--- config.mk ---
export PLATFORM = sky130hd
export DESIGN_NAME = ms_adpcm_block_decoder_core
export DESIGN_NICKNAME = d
export VERILOG_FILES = /design/src/design/msadpcm_pkg.sv /design/src/design/msadpcm_front.sv /design/src/design/msadpcm_queue.sv /design/src/design/msadpcm_back.sv /design/src/design/ms_adpcm_block_decoder_core.sv
export VERILOG_INCLUDE_DIRS = /design/src /design/src/design
export SDC_FILE = /design/constraint.sdc
export NUM_CORES = 2
export LEC_CHECK = 0
export BUFFER_PORTS_ARGS = -buffer_cell sky130_fd_sc_hd__buf_2
export CORE_UTILIZATION = 40
export CTS_BUF_LIST = sky130_fd_sc_hd__clkbuf_16
export CTS_CLUSTER_DIAMETER = 150
export DETAILED_ROUTE_END_ITERATION = 16
export HOLD_SLACK_MARGIN = 0.08
export SETUP_SLACK_MARGIN = 0.2
export SYNTH_ARGS = -nofsm -noshare
export SYNTH_HDL_FRONTEND = slang
export SYNTH_SLANG_ARGS = --single-unit
--- constraint.sdc ---
create_clock -name clk -period 11.8 [get_ports clk]
set_clock_uncertainty 0.1 [all_clocks]
set_input_delay 1.77 -clock clk [delete_from_list [all_inputs] [get_ports clk]]
set_output_delay 1.77 -clock clk [all_outputs]
set_load 0.01 [all_outputs]
--- src/design/ms_adpcm_block_decoder_core_macros.svh ---
// Assertion macros for the block decoder core.
// Included by the top level; the clock is clk and the reset is rst.
`ifndef MS_ADPCM_BLOCK_DECODER_CORE_MACROS_SVH
`define MS_ADPCM_BLOCK_DECODER_CORE_MACROS_SVH

// Same-cycle implication, off while reset is high.
`define MSADPCM_CHECK(label, ante, cons, msg) \
  label: assert property (@(posedge clk) disable iff (rst) (ante) |-> (cons)) else $error(msg);

// Next-cycle implication, off while reset is high.
`define MSADPCM_CHECK_NEXT(label, ante, cons, msg) \
  label: assert property (@(posedge clk) disable iff (rst) (ante) |=> (cons)) else $error(msg);

`endif

--- src/design/msadpcm_pkg.sv ---
// Shared types, constants and tables for the ADPCM block decoder.
// No dependencies; every design module imports this package.
package msadpcm_pkg;

  localparam int MAX_COEF_PAIRS_DEF  = 8;
  localparam int MAX_BLOCK_BYTES_DEF = 4096;
  localparam int NUM_CHANNELS_DEF    = 2;

  localparam int QUEUE_DEPTH    = 2;
  localparam int IDX_W          = 3;
  localparam int COEF_REGS      = 4;
  localparam int COEF_REG_W     = 64;
  localparam int CFG_IDX_W      = 3;
  localparam int CFG_DATA_W     = 64;
  localparam int BLOCK_BYTES_W  = 13;
  localparam int COEF_COUNT_W   = 4;
  localparam int HDR_LEN_MONO   = 7;
  localparam int HDR_LEN_STEREO = 14;
  localparam int HDR_IDX_W      = 4;

  typedef enum logic [2:0] {
    REG_STEREO,
    REG_BLOCK_BYTES,
    REG_COEF_COUNT,
    REG_COEF_01,
    REG_COEF_23,
    REG_COEF_45,
    REG_COEF_67
  } cfg_reg_t;

  typedef struct packed {
    logic [7:0] data_byte;
    logic       block_start;
  } in_t;

  typedef struct packed {
    logic signed [15:0] sample;
    logic               channel;
    logic               last;
    logic               bad_block;
  } out_t;

  typedef enum logic [1:0] {
    CMD_DATA,
    CMD_HDR,
    CMD_BAD
  } cmd_kind_t;

  // One unit of work for the back end: a data byte, a complete header or a rejected header.
  typedef struct packed {
    cmd_kind_t          kind;
    logic               stereo;
    logic [IDX_W-1:0]   idx0;
    logic [IDX_W-1:0]   idx1;
    logic signed [15:0] step0;
    logic signed [15:0] step1;
    logic signed [15:0] new0;
    logic signed [15:0] new1;
    logic signed [15:0] old0;
    logic signed [15:0] old1;
    logic [7:0]         data_byte;
  } cmd_t;

  typedef struct packed {
    logic busy;
    logic out_load;
  } back_status_t;

  typedef enum logic [2:0] {
    B_IDLE,
    B_LOAD,
    B_SEED,
    B_MUL,
    B_PRED,
    B_WRITE,
    B_BAD
  } back_state_t;

  function automatic logic [10:0] step_factor(input logic [3:0] nib);
    logic [10:0] f;
    unique case (nib)
      4'h4, 4'hC: f = 11'd307;
      4'h5, 4'hB: f = 11'd409;
      4'h6, 4'hA: f = 11'd512;
      4'h7, 4'h9: f = 11'd614;
      4'h8:       f = 11'd768;
      default:    f = 11'd230;
    endcase
    return f;
  endfunction

endpackage

--- src/design/msadpcm_front.sv ---
// Front end: takes stream bytes, tracks block position, gathers the header
// and hands classified commands to the queue. Depends on msadpcm_pkg.
module msadpcm_front #(
  parameter int MAX_COEF_PAIRS  = msadpcm_pkg::MAX_COEF_PAIRS_DEF,
  parameter int MAX_BLOCK_BYTES = msadpcm_pkg::MAX_BLOCK_BYTES_DEF,
  parameter int NUM_CHANNELS    = msadpcm_pkg::NUM_CHANNELS_DEF
) (
  input  logic                                   clk,
  input  logic                                   rst,
  input  logic                                   in_valid,
  output logic                                   in_ready,
  input  msadpcm_pkg::in_t                       in_data,
  input  logic                                   stereo,
  input  logic [msadpcm_pkg::BLOCK_BYTES_W-1:0]  block_bytes,
  input  logic [msadpcm_pkg::COEF_COUNT_W-1:0]   coef_count,
  input  logic                                   q_full,
  output logic                                   push,
  output msadpcm_pkg::cmd_t                      cmd
);
  import msadpcm_pkg::*;

  localparam int POS_W = $clog2(MAX_BLOCK_BYTES + 1);
  localparam int CMP_W = (POS_W > BLOCK_BYTES_W) ? POS_W : BLOCK_BYTES_W;

  logic [POS_W-1:0] block_position;
  logic             skipping;
  logic             skipping_next;
  logic [7:0]       header_store [HDR_LEN_STEREO];

  logic             st;
  logic             accept;
  logic             restart;
  logic             skip_eff;
  logic             is_hdr;
  logic             hdr_last;
  logic             ok0;
  logic             ok1;
  logic [POS_W-1:0] hlen;
  logic [POS_W-1:0] blen;
  logic [POS_W-1:0] p;
  logic [CMP_W-1:0] bb_ext;
  logic [7:0]       hb [HDR_LEN_STEREO];

  function automatic logic idx_ok(input logic [7:0] b, input logic [COEF_COUNT_W-1:0] cnt);
    return (b < 8'(cnt)) && (int'(b) < MAX_COEF_PAIRS);
  endfunction

  always_comb begin
    st     = stereo && (NUM_CHANNELS > 1);
    hlen   = st ? POS_W'(HDR_LEN_STEREO) : POS_W'(HDR_LEN_MONO);
    bb_ext = CMP_W'(block_bytes);
    if (bb_ext < CMP_W'(hlen)) begin
      blen = hlen;
    end else if (bb_ext > CMP_W'(MAX_BLOCK_BYTES)) begin
      blen = POS_W'(MAX_BLOCK_BYTES);
    end else begin
      blen = POS_W'(bb_ext);
    end
    restart  = in_data.block_start || (block_position >= blen);
    p        = restart ? '0 : block_position;
    skip_eff = skipping && !restart;
    is_hdr   = p < hlen;
    hdr_last = p == (hlen - POS_W'(1));
    // Header bytes with the arriving byte patched in at its own place.
    for (int i = 0; i < HDR_LEN_STEREO; i++) begin
      hb[i] = (p == POS_W'(i)) ? in_data.data_byte : header_store[i];
    end
    ok0 = idx_ok(hb[0], coef_count);
    ok1 = idx_ok(hb[1], coef_count) || !st;
  end

  assign in_ready = !q_full;
  assign accept   = in_valid && in_ready;

  always_comb begin
    push          = accept && (is_hdr ? hdr_last : !skip_eff);
    skipping_next = skip_eff || (is_hdr && hdr_last && !(ok0 && ok1));

    cmd           = '0;
    cmd.stereo    = st;
    cmd.data_byte = in_data.data_byte;
    cmd.idx0      = hb[0][IDX_W-1:0];
    cmd.idx1      = hb[1][IDX_W-1:0];
    if (!is_hdr) begin
      cmd.kind = CMD_DATA;
    end else if (ok0 && ok1) begin
      cmd.kind = CMD_HDR;
    end else begin
      cmd.kind = CMD_BAD;
    end
    if (st) begin
      cmd.step0 = {hb[3], hb[2]};
      cmd.step1 = {hb[5], hb[4]};
      cmd.new0  = {hb[7], hb[6]};
      cmd.new1  = {hb[9], hb[8]};
      cmd.old0  = {hb[11], hb[10]};
      cmd.old1  = {hb[13], hb[12]};
    end else begin
      cmd.step0 = {hb[2], hb[1]};
      cmd.new0  = {hb[4], hb[3]};
      cmd.old0  = {hb[6], hb[5]};
    end
  end

  always_ff @(posedge clk) begin
    if (rst) begin
      block_position <= '0;
      skipping       <= 1'b0;
    end else if (accept) begin
      block_position <= p + POS_W'(1);
      skipping       <= skipping_next;
    end
  end

  always_ff @(posedge clk) begin
    if (accept && is_hdr) begin
      header_store[p[HDR_IDX_W-1:0]] <= in_data.data_byte;
    end
  end

endmodule

--- src/design/msadpcm_queue.sv ---
// Short command queue between the front and back ends.
// Depends on msadpcm_pkg for the command type.
module msadpcm_queue #(
  parameter int DEPTH = msadpcm_pkg::QUEUE_DEPTH
) (
  input  logic              clk,
  input  logic              rst,
  input  logic              push,
  input  msadpcm_pkg::cmd_t wr_cmd,
  output logic              full,
  output logic              valid,
  output msadpcm_pkg::cmd_t rd_cmd,
  input  logic              pop
);
  import msadpcm_pkg::*;

  localparam int PTR_W = (DEPTH > 1) ? $clog2(DEPTH) : 1;
  localparam int CNT_W = $clog2(DEPTH + 1);

  cmd_t             entries [DEPTH];
  logic [PTR_W-1:0] wr_ptr;
  logic [PTR_W-1:0] rd_ptr;
  logic [CNT_W-1:0] count;

  assign full   = count == CNT_W'(DEPTH);
  assign valid  = count != '0;
  assign rd_cmd = entries[rd_ptr];

  function automatic logic [PTR_W-1:0] wrap_inc(input logic [PTR_W-1:0] ptr);
    return (ptr == PTR_W'(DEPTH - 1)) ? '0 : ptr + PTR_W'(1);
  endfunction

  always_ff @(posedge clk) begin
    if (rst) begin
      wr_ptr <= '0;
      rd_ptr <= '0;
      count  <= '0;
    end else begin
      if (push) begin
        wr_ptr <= wrap_inc(wr_ptr);
      end
      if (pop) begin
        rd_ptr <= wrap_inc(rd_ptr);
      end
      if (push && !pop) begin
        count <= count + CNT_W'(1);
      end else if (pop && !push) begin
        count <= count - CNT_W'(1);
      end
    end
  end

  always_ff @(posedge clk) begin
    if (push) begin
      entries[wr_ptr] <= wr_cmd;
    end
  end

endmodule

--- src/design/msadpcm_back.sv ---
// Back end: loads channel state from headers, decodes nibbles on a shared
// multiply datapath and drives the result register. Depends on msadpcm_pkg.
module msadpcm_back #(
  parameter int NUM_CHANNELS = msadpcm_pkg::NUM_CHANNELS_DEF
) (
  input  logic                                                    clk,
  input  logic                                                    rst,
  input  logic                                                    q_valid,
  input  msadpcm_pkg::cmd_t                                       q_cmd,
  output logic                                                    q_pop,
  input  logic [msadpcm_pkg::COEF_REGS-1:0][msadpcm_pkg::COEF_REG_W-1:0] coef_regs,
  output logic                                                    out_valid,
  input  logic                                                    out_ready,
  output msadpcm_pkg::out_t                                       out_data,
  output msadpcm_pkg::back_status_t                               status
);
  import msadpcm_pkg::*;

  localparam int CH_W = (NUM_CHANNELS > 1) ? $clog2(NUM_CHANNELS) : 1;
  localparam logic [CH_W-1:0] RC = CH_W'(NUM_CHANNELS - 1);

  back_state_t state;
  back_state_t state_next;
  cmd_t        cur;
  logic [1:0]  cnt;

  logic signed [15:0] coef1  [NUM_CHANNELS];
  logic signed [15:0] coef2  [NUM_CHANNELS];
  logic signed [31:0] step   [NUM_CHANNELS];
  logic signed [15:0] newest [NUM_CHANNELS];
  logic signed [15:0] older  [NUM_CHANNELS];

  logic signed [31:0] pa;
  logic signed [31:0] pb;
  logic signed [24:0] pred;
  logic signed [35:0] sc;
  logic signed [43:0] sf;

  logic               slot_free;
  logic               seed_last;
  logic               out_load;
  logic [CH_W-1:0]    lane;
  logic [3:0]         nib;
  logic signed [3:0]  code;
  logic signed [11:0] factor;
  logic signed [32:0] psum;
  logic signed [36:0] s_full;
  logic signed [35:0] ns_full;
  logic signed [15:0] s_clamp;
  logic signed [31:0] ns_sat;
  logic [31:0]        pair0;
  logic [31:0]        pair1;
  out_t               res;

  function automatic logic [31:0] pick_pair(
    input logic [COEF_REGS-1:0][COEF_REG_W-1:0] regs,
    input logic [IDX_W-1:0] idx
  );
    logic [COEF_REG_W-1:0] r;
    r = regs[idx[IDX_W-1:1]];
    return idx[0] ? r[63:32] : r[31:0];
  endfunction

  // Next state
  always_comb begin
    state_next = state;
    unique case (state)
      B_IDLE: begin
        if (q_valid) begin
          unique case (q_cmd.kind)
            CMD_HDR:  state_next = B_LOAD;
            CMD_BAD:  state_next = B_BAD;
            CMD_DATA: state_next = B_MUL;
            default:  state_next = B_IDLE;
          endcase
        end
      end
      B_LOAD:  state_next = B_SEED;
      B_SEED:  if (slot_free && seed_last) state_next = B_IDLE;
      B_MUL:   state_next = B_PRED;
      B_PRED:  state_next = B_WRITE;
      B_WRITE: if (slot_free) state_next = cnt[0] ? B_IDLE : B_MUL;
      B_BAD:   if (slot_free) state_next = B_IDLE;
      default: state_next = B_IDLE;
    endcase
  end

  // Control strobes and datapath selects
  always_comb begin
    slot_free = !out_valid || out_ready;
    seed_last = cur.stereo ? (cnt == 2'd3) : (cnt == 2'd1);
    q_pop     = (state == B_IDLE) && q_valid;
    out_load  = slot_free && ((state == B_SEED) || (state == B_WRITE) || (state == B_BAD));
    if (state == B_SEED) begin
      lane = (cur.stereo && cnt[1]) ? RC : '0;
    end else begin
      lane = (cur.stereo && cnt[0]) ? RC : '0;
    end
    nib    = cnt[0] ? cur.data_byte[3:0] : cur.data_byte[7:4];
    code   = signed'(nib);
    factor = signed'({1'b0, step_factor(nib)});
    psum   = 33'(pa) + 33'(pb);
    pair0  = pick_pair(coef_regs, cur.idx0);
    pair1  = pick_pair(coef_regs, cur.idx1);

    s_full  = 37'(sc) + 37'(pred);
    ns_full = sf[43:8];
    if (s_full > 37'sd32767) begin
      s_clamp = 16'sh7FFF;
    end else if (s_full < -37'sd32768) begin
      s_clamp = 16'sh8000;
    end else begin
      s_clamp = s_full[15:0];
    end
    if (ns_full > 36'sd2147483647) begin
      ns_sat = 32'sh7FFFFFFF;
    end else if (ns_full < 36'sd16) begin
      ns_sat = 32'sd16;
    end else begin
      ns_sat = ns_full[31:0];
    end

    res = '0;
    unique case (state)
      B_SEED: begin
        res.sample  = cnt[0] ? newest[lane] : older[lane];
        res.channel = cur.stereo && cnt[1];
        res.last    = seed_last;
      end
      B_WRITE: begin
        res.sample  = s_clamp;
        res.channel = cur.stereo && cnt[0];
        res.last    = cnt[0];
      end
      B_BAD: begin
        res.last      = 1'b1;
        res.bad_block = 1'b1;
      end
      default: res = '0;
    endcase

    status.busy     = state != B_IDLE;
    status.out_load = out_load;
  end

  always_ff @(posedge clk) begin
    if (rst) begin
      state     <= B_IDLE;
      cnt       <= '0;
      out_valid <= 1'b0;
    end else begin
      state <= state_next;
      if (q_pop) begin
        cnt <= '0;
      end else if (out_load && ((state == B_SEED) || (state == B_WRITE))) begin
        cnt <= cnt + 2'd1;
      end
      if (out_load) begin
        out_valid <= 1'b1;
      end else if (out_ready) begin
        out_valid <= 1'b0;
      end
    end
  end

  always_ff @(posedge clk) begin
    if (q_pop) begin
      cur <= q_cmd;
    end
    if (out_load) begin
      out_data <= res;
    end
    if (state == B_MUL) begin
      pa <= coef1[lane] * newest[lane];
      pb <= coef2[lane] * older[lane];
    end
    if (state == B_PRED) begin
      pred <= psum[32:8];
      sc   <= step[lane] * code;
      sf   <= step[lane] * factor;
    end
    if ((state == B_WRITE) && out_load) begin
      step[lane]   <= ns_sat;
      older[lane]  <= newest[lane];
      newest[lane] <= s_clamp;
    end
    if (state == B_LOAD) begin
      coef1[0]  <= pair0[15:0];
      coef2[0]  <= pair0[31:16];
      step[0]   <= 32'(cur.step0);
      newest[0] <= cur.new0;
      older[0]  <= cur.old0;
      if (cur.stereo && (NUM_CHANNELS > 1)) begin
        coef1[RC]  <= pair1[15:0];
        coef2[RC]  <= pair1[31:16];
        step[RC]   <= 32'(cur.step1);
        newest[RC] <= cur.new1;
        older[RC]  <= cur.old1;
      end
    end
  end

endmodule

--- src/design/ms_adpcm_block_decoder_core.sv ---
// Top level of the ADPCM block decoder: configuration registers, front end,
// command queue and back end. Depends on msadpcm_pkg and the macros header.
//
//   channel | direction | handshake            | payload
//   --------+-----------+----------------------+--------------------------------
//   in      | sink      | in_valid / in_ready  | in_data   (data_byte, block_start)
//   out     | source    | out_valid / out_ready| out_data  (sample, channel, last, bad_block)
//   cfg     | sink      | cfg_write            | cfg_index, cfg_data
//
// A header byte other than the last is only stored in the front end.
// Every command leaves the queue while the back end is idle. A header then
// loads and sends 2 (mono) or 4 (stereo) seed samples, one per cycle while the
// result register is free; a rejected header gives 1 result. A data byte is
// dequeued, then each nibble goes through coefficient products, prediction and
// step products, and the write. The 2-entry command queue lets the front keep
// taking bytes while the back end or the result register stalls. Reset is
// synchronous and needs no clearing pass.
module ms_adpcm_block_decoder_core #(
  parameter int MAX_COEF_PAIRS  = msadpcm_pkg::MAX_COEF_PAIRS_DEF,
  parameter int MAX_BLOCK_BYTES = msadpcm_pkg::MAX_BLOCK_BYTES_DEF,
  parameter int NUM_CHANNELS    = msadpcm_pkg::NUM_CHANNELS_DEF
) (
  input  logic                                clk,
  input  logic                                rst,
  input  logic                                in_valid,
  output logic                                in_ready,
  input  msadpcm_pkg::in_t                    in_data,
  output logic                                out_valid,
  input  logic                                out_ready,
  output msadpcm_pkg::out_t                   out_data,
  input  logic                                cfg_write,
  input  logic [msadpcm_pkg::CFG_IDX_W-1:0]   cfg_index,
  input  logic [msadpcm_pkg::CFG_DATA_W-1:0]  cfg_data
);
  import msadpcm_pkg::*;

`include "ms_adpcm_block_decoder_core_macros.svh"

  logic                                  stereo;
  logic [BLOCK_BYTES_W-1:0]              block_bytes;
  logic [COEF_COUNT_W-1:0]               coef_count;
  logic [COEF_REGS-1:0][COEF_REG_W-1:0]  coef_regs;

  logic         q_push;
  logic         q_full;
  logic         q_valid;
  logic         q_pop;
  cmd_t         q_wr_cmd;
  cmd_t         q_rd_cmd;
  back_status_t bk_status;

  always_ff @(posedge clk) begin
    if (rst) begin
      stereo      <= 1'b0;
      block_bytes <= BLOCK_BYTES_W'(256);
      coef_count  <= COEF_COUNT_W'(7);
      coef_regs   <= '0;
    end else if (cfg_write) begin
      unique case (cfg_index)
        REG_STEREO:      stereo       <= cfg_data[0];
        REG_BLOCK_BYTES: block_bytes  <= cfg_data[BLOCK_BYTES_W-1:0];
        REG_COEF_COUNT:  coef_count   <= cfg_data[COEF_COUNT_W-1:0];
        REG_COEF_01:     coef_regs[0] <= cfg_data;
        REG_COEF_23:     coef_regs[1] <= cfg_data;
        REG_COEF_45:     coef_regs[2] <= cfg_data;
        REG_COEF_67:     coef_regs[3] <= cfg_data;
        default:         coef_count   <= coef_count;
      endcase
    end
  end

  msadpcm_front #(
    .MAX_COEF_PAIRS  (MAX_COEF_PAIRS),
    .MAX_BLOCK_BYTES (MAX_BLOCK_BYTES),
    .NUM_CHANNELS    (NUM_CHANNELS)
  ) u_front (
    .clk         (clk),
    .rst         (rst),
    .in_valid    (in_valid),
    .in_ready    (in_ready),
    .in_data     (in_data),
    .stereo      (stereo),
    .block_bytes (block_bytes),
    .coef_count  (coef_count),
    .q_full      (q_full),
    .push        (q_push),
    .cmd         (q_wr_cmd)
  );

  msadpcm_queue #(
    .DEPTH (QUEUE_DEPTH)
  ) u_queue (
    .clk    (clk),
    .rst    (rst),
    .push   (q_push),
    .wr_cmd (q_wr_cmd),
    .full   (q_full),
    .valid  (q_valid),
    .rd_cmd (q_rd_cmd),
    .pop    (q_pop)
  );

  msadpcm_back #(
    .NUM_CHANNELS (NUM_CHANNELS)
  ) u_back (
    .clk       (clk),
    .rst       (rst),
    .q_valid   (q_valid),
    .q_cmd     (q_rd_cmd),
    .q_pop     (q_pop),
    .coef_regs (coef_regs),
    .out_valid (out_valid),
    .out_ready (out_ready),
    .out_data  (out_data),
    .status    (bk_status)
  );

  `MSADPCM_CHECK(a_push_has_room, q_push, !q_full, "command pushed into a full queue")
  `MSADPCM_CHECK(a_no_result_overwrite, out_valid && !out_ready, !bk_status.out_load, "result register overwritten while stalled")
  `MSADPCM_CHECK(a_bad_block_form, out_valid && out_data.bad_block, (out_data.sample == 16'sd0) && out_data.last, "rejected block result not zero and last")
  `MSADPCM_CHECK_NEXT(a_pop_starts_work, q_pop, bk_status.busy, "back end idle after taking a command")

endmodule
### After elaboration in Yosys (flattened, before gate mapping)

Memory sizes are Yosys's and may differ from the RTL's. A register that Yosys moved wholly into a read port is not among the register bits.
Cells that the tools add are included.
W data, S select, Z words.

* register bits: 597
* latch bits: 0
* RAM bits: 530
* ROM bits: 160
* bits of input ports: 81
* output and inout bits: 21
* word-level logic and storage cells: 236
* memories: 8

Memory list
* u_queue.entries: depth 2, bits a word 113, rd ports 1, clocked after Yosys merged registers in 1, write ports 1, RTL line msadpcm_queue.sv:20 `cmd_t entries [DEPTH];`
* (no name shown): depth 16, bits a word 10, rd ports 1, clocked after Yosys merged registers in 0, write ports 0, RTL line msadpcm_pkg.sv:81 `unique case (nib)`
* u_front.header_store: depth 14, bits a word 8, rd ports 14, clocked after Yosys merged registers in 0, write ports 1, RTL line msadpcm_front.sv:28 `logic [7:0] header_store [HDR_LEN_STEREO];`
* u_back.step: depth 2, bits a word 32, rd ports 1, clocked after Yosys merged registers in 0, write ports 2, RTL line msadpcm_back.sv:29 `logic signed [31:0] step [NUM_CHANNELS];`
* u_back.coef1: depth 2, bits a word 16, rd ports 1, clocked after Yosys merged registers in 0, write ports 2, RTL line msadpcm_back.sv:27 `logic signed [15:0] coef1 [NUM_CHANNELS];`
* u_back.coef2: depth 2, bits a word 16, rd ports 1, clocked after Yosys merged registers in 0, write ports 2, RTL line msadpcm_back.sv:28 `logic signed [15:0] coef2 [NUM_CHANNELS];`
* +2 memories

* $add $sub $neg: 9
* $mul: 4
* divide/modulo/power cells: 0
* $lt $le $gt $ge: 14
* eq/ne operators: 35
* shift-type cells: 0
* mux-type cells: 81
* bitwise gates (word level): 0
* reductions and logical operators: 51

Operator list (number)
* $bmux W64 S2: 2
* $mux W16: 11
* $mux W32: 5
* $mux W64: 2
* $mux W8: 14
* $eq A13 B4 Y1 const B: 6
* $mul A16 B16 Y32: 2
* $eq A13 B3 Y1 const B: 4
* $mul A32 B12 Y44: 1
* $mux W13: 3
* $add A36 B25 Y37: 1
* $gt A37 B16 Y1 const B: 1
* $lt A37 B16 Y1 const B: 1
* $gt A36 B32 Y1 const B: 1
* $lt A36 B6 Y1 const B: 1
* $mul A32 B4 Y36: 1
* $pmux W17 S2: 1
* $add A32 B32 Y33: 1
* $reduce_or A16 Y1: 2
* $reduce_or A32 Y1: 1
* $mux W1: 29
* $eq A13 B2 Y1 const B: 2
* $lt A13 B13 Y1: 2
* $pmux W3 S7: 1
* other kinds (33): 99

### Depth between registers and ports, before layout

* depth in word-level cells: 15
* depth in mapped cells: 37
* mapped depth without buffers: 31

### Cells and area by module

From an unflattened synthesis, not the netlist that was laid out.

* cell total of the unflattened synthesis: 7616
* area, all modules: 85692.2 um^2

By module, submodules not included
* msadpcm_back: times used 1, cells each 5673, area each 58872.7 um^2, seq. area each 14624.0 um^2
* ms_adpcm_block_decoder_core: times used 1, cells each 966, area each 10961.8 um^2, seq. area each 5485.3 um^2
* msadpcm_queue: times used 1, cells each 374, area each 8654.6 um^2, seq. area each 6886.6 um^2
* msadpcm_front: times used 1, cells each 603, area each 7203.2 um^2, seq. area each 3643.5 um^2

### Worst setup path after synthesis

Ideal clock, no wire load.

* path kind: reg-to-reg
* start: register u_back.state[0]
* end: register u_queue.count[1]
* setup time: 0.070 ns
* arrival: 12.880 ns
* data required time: 11.630 ns
* setup slack: -1.251 ns
* cell stages (with the launch flop): 7
* buffers on the path: 1
* period minus slack after synthesis: 13.051 ns
* cells stage by stage: dfxtp_1 clkbuf_1 nor4_1 inv_1 ha_1 or3_1 a21oi_1

* word-level cells in the longest chain between the ends: 5
* elaborated cells between the ends (all ways): 7
* classes of those cells: 1 x mux; 6 x reduce/logical

RTL lines
* from (decl): RTL line msadpcm_back.sv:22 `back_state_t state;`
* from (signal assigned): RTL line msadpcm_back.sv:152 `state <= state_next;`
* $logic_not A3 Y1 (*): RTL line msadpcm_back.sv:92 `q_pop = (state == B_IDLE) && q_valid;`
* $logic_and A1 B1 Y1 (*): RTL line msadpcm_back.sv:92
* via q_pop: RTL line ms_adpcm_block_decoder_core.sv:47 `logic q_pop;`
* $logic_not A1 Y1: RTL line msadpcm_queue.sv:45 `if (push && !pop) begin`
* $logic_and A1 B1 Y1: RTL line msadpcm_queue.sv:45
* $mux W2 or $reduce_bool A2 Y1 (tied branches)
* to (signal assigned): RTL line msadpcm_queue.sv:46 `count <= count + CNT_W'(1);`
* to (signal assigned): RTL line msadpcm_queue.sv:48 `count <= count - CNT_W'(1);`
* to (decl): RTL line msadpcm_queue.sv:23 `logic [CNT_W-1:0] count;`

The timed path passes the listed nets; every way through them passes the cells marked *.
A chain may end at the register's enable or synchronous reset.

### Final worst setup path

* start: register u_back.state[0]
* end: register u_back.pb[31], data pin

* word-level cells in the longest chain between the ends: 4
* elaborated cells between the ends (all ways): 5
* classes of those cells: 1 x mul; 1 x eq/ne; 1 x mux; 2 x memory

RTL lines
* $eq A3 B2 Y1 (*): RTL line msadpcm_back.sv:94 `if (state == B_SEED) begin`
* $mux W1 (*): RTL line msadpcm_back.sv:94
* $mem_v2 Z2 W16 (on tied branches)
* $mul A16 B16 Y32 (*): RTL line msadpcm_back.sv:175 `pb <= coef2[lane] * older[lane];`
* to (signal assigned): RTL line msadpcm_back.sv:175
* to (decl): RTL line msadpcm_back.sv:34 `logic signed [31:0] pb;`

Every way passes the cells marked *; elsewhere a longest branch is shown, timed or not.

==> flow_metrics.env <==
export IMPL_fmax_ghz=0.102
export IMPL_syn_inst=7832
export IMPL_synthAdderAreaFrac_pct=26.9
export IMPL_io_pins=102
export IMPL_synth_compound_area_share_pct=7.52
export IMPL_r2r_start="u_back.state[0]"
export IMPL_start_util_pct=40.3
export IMPL_antenna_found_initial=20
export IMPL_wl_per_cell_um=22.0
export IMPL_dpl_hpwl_um=174000
export IMPL_ant_nets=0
export IMPL_fin_crit_sh_pct=83.0
export IMPL_yosys_most_used_dff="edfxtp_1"
export IMPL_synth_xor_area_share_pct=1.84
export IMPL_area_growth_pct=9.19
export IMPL_fill_cells=19600
export IMPL_postCtsSetupBuffers=0
export IMPL_finalNetCount=9166
export IMPL_grt_pass1_vias=59300
export IMPL_worstSetupStartpoint="u_back.state[0]"
export IMPL_period_needed_ps=9800
export IMPL_drt_wl_total_um=235000
export IMPL_core_um2=207000
export IMPL_rsz0062_at_grt="false"
export IMPL_finalHoldViolCount=0
export IMPL_synth_area_mux_share_pct=9.44
export IMPL_synth_top_family_by_area="adder cells"
export IMPL_grt_start_max_net_pins=129
export IMPL_synthArstFlopShare_pct=0
export IMPL_vias=57500
export IMPL_endpoint="u_back.pb[31]"
export IMPL_rrSetupSlack_ps=2000
export IMPL_drc=0
export IMPL_avgSynthCellArea_um2=10.7
export IMPL_hp_class="reg -> reg"
export IMPL_routabilityCongestion=0.967
export IMPL_die_area_um2=211000
export IMPL_endpoint_kind="register"
export IMPL_gr_usage_all_layers_pct=22.4
export IMPL_worst_ep_required_time_ps=12170
export IMPL_tightest_slew_ps=1390
export IMPL_report_final_slew_viol_count=0
export IMPL_startpoint_type="register"
export IMPL_post_dp_cell_area_um2=87200
export IMPL_cp_max_fo=33
export IMPL_syn_num_nets=9194
export IMPL_grt_overflow_total=0
export IMPL_synth_edf_count=821
export IMPL_min_from="coef_regs[166]"
export IMPL_holdWs_ps=364
export IMPL_htreeDepth=3
export IMPL_ys_types=91
export IMPL_ys_seq_area_share_pct=36.7
export IMPL_synth_area_um2=83600
export IMPL_synth_warnings=0
export IMPL_clockBufferDepth=3
export IMPL_status="finished, final reports clean"
export IMPL_portBuffers=101
export IMPL_max_cap_violations=0
export IMPL_rows=167
export IMPL_drive_gt1_share_pct=11.5
export IMPL_fin_area_um2=91200
export IMPL_reg2reg_depth=30
export IMPL_setup_viol=0
export IMPL_cts_tree="yes"
export IMPL_synth_seq_cells=1120
export IMPL_chipWidth_um=459
export IMPL_hold_path_cell_count=2
export IMPL_arrival_ps=10170
export IMPL_synth_simple_area_share_pct=11.2
export IMPL_cts_root_buf="clkbuf_16"
export IMPL_critPathSlowestCell="mux2i_1"
export IMPL_grt_first_pass_wirelength_um=362000
export IMPL_cts_buffers=119
export IMPL_cpMostUsedCell="fa_1"
export IMPL_max_stage_delay_ps=840
export IMPL_clock_latency_ps=800
export IMPL_crit_type="reg -> reg"
export IMPL_drt_iter0_markers=4774
export IMPL_drtPass1Iterations=5
export IMPL_fin_setup_tns_ps=0
export IMPL_cts_resized=0
export IMPL_slew_headroom_pct=4.40
export IMPL_cts_hold_buf=0
export IMPL_vias_per_cell=5.37
export IMPL_clkTransAtPathRegs_ps=60
export IMPL_r2r_end="u_back.pb[31]"
export IMPL_cts_sinks=1120
export IMPL_die_y_um=459
critical path, delay by kind of cell, from the launching register on:
family                     cells  cell delay (ps)
adders and majority gates      7             2960
AOI/OAI and AO/OA              8             2470
xor gates and xnor gates       1               80
DFF                            1              550
buffers and inverters          6             1440
and+or+nand+nor                7             1000
muxes                          1              840
area by class of cell:
type / instances / area (um2) / share of cell area (%)
Antenna cell: 5 / 12.5 / 0.0137
Sequential cell: 1120 / 30600 / 33.6
Inverter: 1040 / 3900 / 4.28
Clock buffer: 123 / 3080 / 3.37
Multi-Input combinational cell: 5312 / 47800 / 52.4
Clock inverter: 104 / 932 / 1.02
Timing Repair Buffer: 211 / 1340 / 1.47
Tap cell: 2788 / 3490 / 3.82
layer usage:
metal  track usage (%)  vias up  routed length, um
met3              3.41      330              16200
li1                  -    26000                  -
met4              6.45        4               6560
met5                 0        -                 23
met1              31.3    29100             103000
met2              36.1     2026             109000
worst min path at each step:
stage	slack (ps)	to
floorplan	320	u_queue.entries[0][110]
global route	380	coef_regs[134]
finish	360	coef_regs[166]
CTS	360	coef_regs[166]
global placement	350	coef_regs[239]
detailed placement	360	coef_regs[166]
stage by stage:
stage,utilization [%],instances,worst slack (ps)
global route,44.0,10700,1380
detailed placement,42.1,10500,2170
finish,44.0,10700,2000
floorplan,-,7832,2210
global placement,42.1,10500,2390
CTS,44.0,10700,2190
logic make-up (layout without fill, tap and decap cells):
group / after synthesis / after routing
xor gates and xnor gates: 176 / 176
DFF: 1120 / 1120
muxes: 597 / 597
and+or+nand+nor: 2220 / 2220
other: 0 / 5
AOI/OAI and AO/OA: 1037 / 1037
buffers and inverters: 1400 / 1478
adders and majority gates: 1282 / 1282
flip-flops by register name (all words and copies together) (netlist names), 2 cells and up, named ones only:
register,cells
coef_regs,256
u_queue.entries,226
u_front.header_store,112
u_back.cur,111
u_back.step,64
u_back.sc,36
u_back.sf,36
u_back.coef1,32
u_back.coef2,32
u_back.newest,32
u_back.older,32
u_back.pa,32
u_back.pb,32
u_back.pred,25
u_back.out_data,19
block_bytes,13
u_front.block_position,13
coef_count,4
u_back.state,3
u_back.cnt,2
u_queue.count,2
cell usage in the layout (no fill, tap or decap), types with 29 or more instances in the layout:
cell type,Yosys,layout
nand2b_1,32,32
mux4_2,128,128
edfxtp_1,821,821
ha_1,420,420
dfxtp_1,299,296
buf_4,4,110
fa_1,861,861
nor2_1,771,765
mux2_2,245,245
and2_1,38,38
inv_1,1038,1066
xnor2_1,137,137
o21a_1,55,54
xor2_1,39,39
mux2i_1,223,209
clkinv_1,2,31
buf_2,7,100
or2_2,84,83
nand3_1,51,49
a21o_1,84,84
o21ai_0,81,81
a21oi_1,577,573
clkbuf_16,0,123
nor3_1,59,57
nand2_1,1041,1039
nor2b_1,31,31
o211ai_1,29,29
synth_stat cells, drive strengths merged (8+ instances only):
master	number	area (um2)
nand2b	32	200
a22oi	13	97.6
fa	861	17200
o311ai	21	191
or2	84	526
mux2i	223	2230
mux2	246	2770
nand4	21	131
xor2	39	342
clkbuf	318	1240
a31oi	23	150
o21ai	88	448
nand2	1041	3910
nand3	53	275
nor3	59	295
xnor2	137	1200
and4	9	80.1
edfxtp	821	24700
dfxtp	299	5990
a311oi	14	123
o211ai	30	230
o31ai	11	82.6
buf	42	234
o21a	55	413
nor2	772	2900
a221oi	8	70.1
a211oi	22	183
mux4	128	2880
a21o	84	631
and3	18	113
o21bai	21	158
or3	20	128
inv	1038	3900
nor4	22	168
and2	40	251
a21oi	579	2910
nor2b	31	194
ha	420	5260
Power is not shown: default switching activity piles up to over one toggle a cycle in this logic, so the estimate is an artifact.
